--- config.mk ---
export PLATFORM = sky130hd
export DESIGN_NAME = a3dinv_fifo
export DESIGN_NICKNAME = d
export VERILOG_FILES = /design/src/a3dinv_pkg.sv /design/src/a3dinv_fifo.sv
export VERILOG_INCLUDE_DIRS = /design/src /design/src/src
export SDC_FILE = /design/constraint.sdc
export NUM_CORES = 1
export LEC_CHECK = 0
export ABC_AREA = 1
export BUFFER_PORTS_ARGS = -buffer_cell sky130_fd_sc_hd__buf_2
export CAP_MARGIN = 20
export CORE_MARGIN = 3
export CORE_UTILIZATION = 55
export CTS_BUF_LIST = sky130_fd_sc_hd__clkbuf_8
export CTS_CLUSTER_DIAMETER = 50
export DETAILED_ROUTE_END_ITERATION = 7
export PLACE_DENSITY = 0.81
export SKIP_LAST_GASP = 1
export SLEW_MARGIN = 20
export SYNTH_ARGS = -nofsm -noshare
export SYNTH_HDL_FRONTEND = slang
export SYNTH_SLANG_ARGS = --single-unit
--- constraint.sdc ---
create_clock -name clk -period 2.8 [get_ports clk]
set_input_delay 0.28 -clock clk [delete_from_list [all_inputs] [get_ports clk]]
set_output_delay 0.28 -clock clk [all_outputs]
set_load 0.01 [all_outputs]
--- src/affine3d_matrix_inverse_defines.svh ---
// Assertion macros shared by the affine inverse RTL
`ifndef AFFINE3D_MATRIX_INVERSE_DEFINES_SVH
`define AFFINE3D_MATRIX_INVERSE_DEFINES_SVH
`ifndef SYNTHESIS
`define A3DINV_ASSERT(lbl, clk, rstn, prop, msg) \
    lbl: assert property (@(posedge clk) disable iff (!rstn) prop) else $error(msg);
`define A3DINV_ASSERT_ALWAYS(lbl, clk, prop, msg) \
    lbl: assert property (@(posedge clk) prop) else $error(msg);
`else
`define A3DINV_ASSERT(lbl, clk, rstn, prop, msg)
`define A3DINV_ASSERT_ALWAYS(lbl, clk, prop, msg)
`endif
`endif

--- src/a3dinv_pkg.sv ---
// Types, constants and operand tables of the affine 4x4 inverse
`default_nettype none
package a3dinv_pkg;

    localparam int DATA_WIDTH_DEF = 32;
    localparam int FRAC_BITS_DEF  = 16;
    localparam int QUEUE_DEPTH    = 2;
    localparam int N_ELEM         = 9;
    localparam int FRT_STEPS      = 24;
    localparam int FRT_COF_STEPS  = 18;
    localparam logic [1:0] LAST_ROW = 2'd3;

    localparam logic [3:0] FRT_IDX_A [FRT_STEPS] = '{
        4'd4, 4'd7, 4'd7, 4'd1, 4'd1, 4'd4, 4'd5, 4'd8, 4'd8, 4'd2, 4'd2, 4'd5,
        4'd3, 4'd6, 4'd6, 4'd0, 4'd0, 4'd3, 4'd0, 4'd0, 4'd1, 4'd1, 4'd2, 4'd2
    };
    localparam logic [3:0] FRT_IDX_B [FRT_STEPS] = '{
        4'd8, 4'd5, 4'd2, 4'd8, 4'd5, 4'd2, 4'd6, 4'd3, 4'd0, 4'd6, 4'd3, 4'd0,
        4'd7, 4'd4, 4'd1, 4'd7, 4'd4, 4'd1, 4'd0, 4'd0, 4'd3, 4'd3, 4'd6, 4'd6
    };

    typedef enum logic [1:0] {
        F_IDLE,
        F_MUL,
        F_DRAIN,
        F_PUSH
    } front_state_t;

    typedef enum logic [2:0] {
        B_IDLE,
        B_DSET,
        B_DIV,
        B_DSTORE,
        B_TMUL,
        B_TFIN,
        B_OUT
    } back_state_t;

endpackage
`default_nettype wire

--- src/a3dinv_fifo.sv ---
// Short request queue between front and back
`default_nettype none
`include "affine3d_matrix_inverse_defines.svh"
module a3dinv_fifo #(
    parameter int WIDTH = 8,
    parameter int DEPTH = a3dinv_pkg::QUEUE_DEPTH
) (
    input  logic             clk,
    input  logic             rst_n,
    input  logic             push_valid,
    output logic             push_ready,
    input  logic [WIDTH-1:0] push_data,
    output logic             pop_valid,
    input  logic             pop_ready,
    output logic [WIDTH-1:0] pop_data
);
    import a3dinv_pkg::*;

    localparam int PTR = (DEPTH > 1) ? $clog2(DEPTH) : 1;
    localparam int CW  = $clog2(DEPTH + 1);
    localparam logic [PTR-1:0] PTR_LAST = PTR'(DEPTH - 1);
    localparam logic [CW-1:0]  CNT_FULL = CW'(DEPTH);

    logic [WIDTH-1:0] mem [DEPTH];
    logic [PTR-1:0]   wr_ptr_reg, rd_ptr_reg;
    logic [CW-1:0]    cnt_reg;
    logic             push, pop;

    assign push_ready = (cnt_reg != CNT_FULL);
    assign pop_valid  = (cnt_reg != '0);
    assign push       = push_valid && push_ready;
    assign pop        = pop_valid && pop_ready;
    assign pop_data   = mem[rd_ptr_reg];

    always_ff @(posedge clk or negedge rst_n)
    begin
        if (!rst_n)
        begin
            wr_ptr_reg <= '0;
            rd_ptr_reg <= '0;
            cnt_reg    <= '0;
        end
        else
        begin
            if (push)
            begin
                wr_ptr_reg <= (wr_ptr_reg == PTR_LAST) ? '0 : wr_ptr_reg + 1'b1;
            end
            if (pop)
            begin
                rd_ptr_reg <= (rd_ptr_reg == PTR_LAST) ? '0 : rd_ptr_reg + 1'b1;
            end
            if (push && !pop)
            begin
                cnt_reg <= cnt_reg + 1'b1;
            end
            else if (pop && !push)
            begin
                cnt_reg <= cnt_reg - 1'b1;
            end
        end
    end

    always_ff @(posedge clk)
    begin
        if (push)
        begin
            mem[wr_ptr_reg] <= push_data;
        end
    end

    `A3DINV_ASSERT_ALWAYS(a_cnt_bound, clk, cnt_reg <= CNT_FULL, "queue count over depth")
    `A3DINV_ASSERT(a_cnt_inc, clk, rst_n, push && !pop |=> cnt_reg == $past(cnt_reg) + 1'b1, "queue count missed a push")
    `A3DINV_ASSERT(a_cnt_dec, clk, rst_n, pop && !push |=> cnt_reg == $past(cnt_reg) - 1'b1, "queue count missed a pop")

endmodule
`default_nettype wire

======== Word-level counts from Yosys, hierarchy flattened ========
Memory sizes are Yosys's and may differ from the RTL's.
Index checks and enable logic that the tools add are counted.
storage, ports and cells
  register bits after elaboration ......... 4
  bits in writable memories ............... 16
  word-level logic and storage cells ...... 23
  memories ................................ 1
memories
  name  depth  width  read ports  clocked after Yosys merged registers in  wr ports  line               text
  mem   2      8      1           0                                        1         a3dinv_fifo.sv:24  logic [WIDTH-1:0] mem [DEPTH];
operators by class
  add/subtract/negate cells ............... 4
  equality and inequality tests ........... 1
  mux-type cells .......................... 6
  reductions and logical operators ........ 8
operators with widths
  cell                                                                number
  1-bit logical AND                                                   4
  1-bit 2-to-1 mux                                                    4
  2-bit 2-to-1 mux                                                    2
  2-bit nonzero test                                                  2
  1-bit adder, second input constant                                  2
  2-bit by 1-bit adder with 2-bit output, second input constant       1
  1-bit logical NOT                                                   2
  2-bit != test, second input constant                                1
  2-bit by 1-bit subtractor with 2-bit output, second input constant  1

======== Longest topological paths before layout ========
  depth after elaboration ................. 6
  depth in mapped cells ................... 10
  depth with buffers taken out ............ 10

======== Worst setup path before layout ========
No wires, ideal clock.
  path type ............................... register -> register
  start ................................... register cnt_reg[0]
  end ..................................... memory mem[0][0] (enable)
  setup time .............................. 0.370 ns
  arrival ................................. 0.953 ns
  path slack .............................. 1.477 ns
  stages on the path, launching flop included .. 5
  path buffers ............................ 0
  clock period less this slack ............ 1.323 ns
  cell sequence ........................... dfrtp_1 -> inv_2 -> nand2_4 -> nand2_4 -> nor2_1
between the ends
  word-level cells in the longest chain between the ends .. 4
RTL lines
  element                                 line               text
  start, declared                         a3dinv_fifo.sv:26  logic [CW-1:0] cnt_reg;
  start signal, assigned                  a3dinv_fifo.sv:55  cnt_reg <= cnt_reg + 1'b1;
  start signal, assigned                  a3dinv_fifo.sv:59  cnt_reg <= cnt_reg - 1'b1;
  2-bit != test                           a3dinv_fifo.sv:29  assign push_ready = (cnt_reg != CNT_FULL);
  via push_ready                          a3dinv_fifo.sv:11  output logic push_ready,
  1-bit logical AND                       a3dinv_fifo.sv:31  assign push = push_valid && push_ready;
  1-bit 2-to-1 mux                        a3dinv_fifo.sv:66  if (push)
  1-bit 2-to-1 mux (not written as such)  a3dinv_fifo.sv:68  mem[wr_ptr_reg] <= push_data;
  end, declared                           a3dinv_fifo.sv:24
The timed path passes the listed nets, and every way through them passes these cells.

======== Worst setup path after layout ========
  start ................................... register cnt_reg[0]
  end ..................................... memory mem[0][6] (enable)
between the ends
  word-level cells in the longest chain between the ends .. 4
RTL lines
  element                                 line
  2-bit != test                           a3dinv_fifo.sv:29
  1-bit logical AND                       a3dinv_fifo.sv:31
  1-bit 2-to-1 mux                        a3dinv_fifo.sv:66
  1-bit 2-to-1 mux (not written as such)  a3dinv_fifo.sv:68
No other way between the ends.

==> flow_results.org <==
** Run status
- Run status :: finished clean

** CTS
- CTS buffer count :: 3
- Clock tree from TritonCTS :: done
- Root buffer cell :: clkbuf_8
- Number of H-tree levels :: 1
- Worst-path clk slew :: 0.07 ns
- Counting every sink on the clock net gives 20.
- Bufs on Longest Clock Path :: 2
- Gates resized during post-CTS repair numbered 0.
- The later pin in the worst-skew pair is clocked with a latency of 0.26 ns.

** Timing
- Share of the cycle needed by the critical path after routing :: 55.4%
- Derived from the worst setup path, the maximum achievable clock frequency is 645 MHz.
- Setup repair after global routing missed its margin :: no
- At the pin with the least slew margin, the transition time is 0.723 ns.
- Final number of setup-violating endpoints :: 0
- The hold violation count in the final report was 0.
- Shortest period the worst path allows :: 1.55 ns
- Max Clock Skew :: 0.00216 ns
- Setup TNS :: 0 ns
- Headroom to the max-slew limit came out at 51.6%.
- The final max-slew violation count is 0.

** Yosys
- In the post-synthesis netlist, the biggest area contributors are edfxtp_1 (58%), nand2_1 (14%), dfrtp_1 (12%).
- Syn. warnings :: 0
- The netlist uses 14 different library cells.
- When the netlist entered floorplanning its net count stood at 83.
- Cell count after synthesis :: 70
- Most area-hungry cell type in the Yosys netlist :: edfxtp_1
- Fraction of the yosys area taken by sequential cells :: 70.2%
- Fraction of post-synthesis cell area in the top cell type by area :: 58.1%
- In this run the mean area of a mapped cell was 11.8 sq um.
- Netlist Area Pre-Place :: 827 sq um
- Yosys reg bits :: 20

** Floorplanning
- The die is 44.8 um wide.
- 22 I/O pins were placed.
- The floorplan has 13 rows.
- The core region is 1350 sq um.
- The die covers 2000 sq um.
- Once the floorplan was initialized, standard cells occupied 61.3% of the core.
- The die is 44.8 um tall.

** Final layout
- Cell area after layout :: 1020 sq um
- For this run, the share of the core covered by cells in the final layout is 75.6%.
- Of the cells placed in the final design, the portion with a size suffix greater than 1 is 34.7%.
- Largest register FFs :: 16
- In the final design database the tool counted 109 nets.
- Area growth from synthesis to final layout :: 23.4%
- Antenna cell count :: 0
- The finished layout holds 110 standard cells, fillers aside.

** Critical path
- Endpoint kind of the worst setup timing path :: flip-flop
- Data on the critical path is required at its endpoint by 2.69 ns.
- Among all stages on the critical path, the largest delay is contributed by nor2_1.
- Traced cell by cell, the critical path runs through inv_2 > nand2_4 > nand2_4 > nor2_1.
- In this run the worst path has a maximum fanout of 8.
- The largest single stage delay on the critical path is 0.56 ns.
- Cell mode on critical path :: nand2_4
- Kind of start point of the critical path :: flip-flop
- Critical path class :: reg -> reg
- Endpoint arrival time on the critical path :: 1.44 ns

** Placed design
- Routability-driven placement finished with a final weighted congestion of 0.738.
- In this run the tool buffered the top-level ports with 21 buffer cells.
- The placed instances occupy a cell area of 940 sq um.
- Detailed placement finished with a half-perimeter wire length of 1.05 mm.
- Placed cells :: 105

** GRT
- After global routing the overflow that remains totals 0.
- Entering global routing, the biggest net connects 13 pins.
- Antenna violations before repair :: 0
- Global routing consumed, over all layers together, 17.0% of the routing resources.
- Global-route wire length before repair :: 2.27 mm
- Number of global-route vias before repair :: 488

** Drt
- WL met3 :: 94 um
- Iter 0 DRT Violations :: 25
- M1 wire length :: 581 um
- Once detail routing completed, the nets flagged for antenna violations numbered 0.
- Drt via density :: 5.08
- Via total after detailed routing :: 559
- In the routed design, unresolved DRC markers number 0.
- Summed over all layers, the routed wires come to 1.47 mm.
- Drt first pass iters :: 4
- Detail-routed net length per standard cell :: 13.4 um
- In this run the top signal layer used is met4.
- Metal2 WL :: 769 um

** Min path
- The path class of the tightest hold or removal check is in -> reg.

** Power
- Power comes to 1.14 mW.
- PwrDens :: 1120 nW/um^2
- The analysis attributes to cell leakage a power of 0.482 nW.
- IR Drop Worst-Case VDD :: 0.000819 V

** Run
- Number of maximum-capacitance constraint violations :: 0
-- cell families (layout without fill, tap and decap cells) --
family | Yosys count | after routing | share of synthesized area [%]
AND/OR/NAND/NOR | 39 | 39 | 20.7
XOR/XNOR | 2 | 2 | 3.03
buffers and inverters | 8 | 33 | 4.54
flip-flops | 20 | 20 | 70.2
adder cells (fa/ha/maj) | 1 | 1 | 1.51
-- repair_timing --
| item | 4_1_cts | 5_1_grt |
|---|---|---|
| endpoints found under the setup margin | 0 | 0 |
| buffers inserted | 0 | 0 |
| hold endpoints to repair | 4 | 0 |
| hold buffers | 1 | 0 |
-- critical path, delay by kind of cell, from the launching register on --
kind / cells / cell delay [ns]
buffers and inverters: 1 / 0.08
DFF: 1 / 0.41
and+or+nand+nor: 3 / 0.69
-- metal layers --
metal | vias to the layer above | global-route usage, %
met2 | 23 | 27.5
met5 | - | 0
li1 | 273 | -
met3 | 5 | 6.37
met4 | 0 | 7.02
met1 | 258 | 20.4
-- cells in the mapped netlist (all sizes together) --
cell     n
nand4    1
nand3    2
xnor2    1
dfrtp    4
xor2     1
nor2     2
nand2   34
inv      7
ha       1
edfxtp  16
buf      1
-- path summary, 6_finish.rpt --
check | cells past startpoint | from | slack [ns] | end
max | 4 | cnt_reg[0] | 1.25 | mem[0][6]
min | 1 | push_data[4] | 0.20 | mem[0][4]
max reg2reg | 4 | cnt_reg[0] | 1.25 | mem[0][6]
min reg2reg | 1 | cnt_reg[0] | 0.55 | cnt_reg[0]
max in group asynchronous | 2 | rst_n | 2.33 | rd_ptr_reg
min in group asynchronous | 2 | rst_n | 0.35 | wr_ptr_reg
-- stage by stage --
stage               worst slack [ns]  hold WS (ns)
finish                          1.25         0.203
global route                    1.14         0.191
CTS                             1.25         0.202
detailed placement              1.27        0.0959
global placement                1.37        0.0927
floorplan                       1.48       -0.0156
-- layout make-up --
| cell class | count | area (sq um) |
|---|---|---|
| inverters | 7 | 26.3 |
| clock buffers | 3 | 41.3 |
| fillers | 86 | 329 |
| multi-input cells | 42 | 209 |
| clock inverters | 1 | 30.0 |
| repair buffers | 22 | 115 |
| flip-flops and latches | 20 | 581 |
| well taps | 15 | 18.8 |
-- cell usage in the layout (no fill, tap or decap), drive strengths merged --
master,instances
xnor2,1
dlygate4sd3,1
inv,7
nand3,2
nand4,1
buf,21
nand2,34
bufinv,1
dfrtp,4
xor2,1
ha,1
edfxtp,16
nor2,2
clkbuf,3
-- report_power, final --
group / switching [mW] / leakage [nW] / internal [mW]
sequential: 0.0567 / 0.196 / 0.416
combinational: 0.244 / 0.250 / 0.143
clock: 0.0951 / 0.0357 / 0.191
No activity file was read; power rests on OpenSTA's default activity.
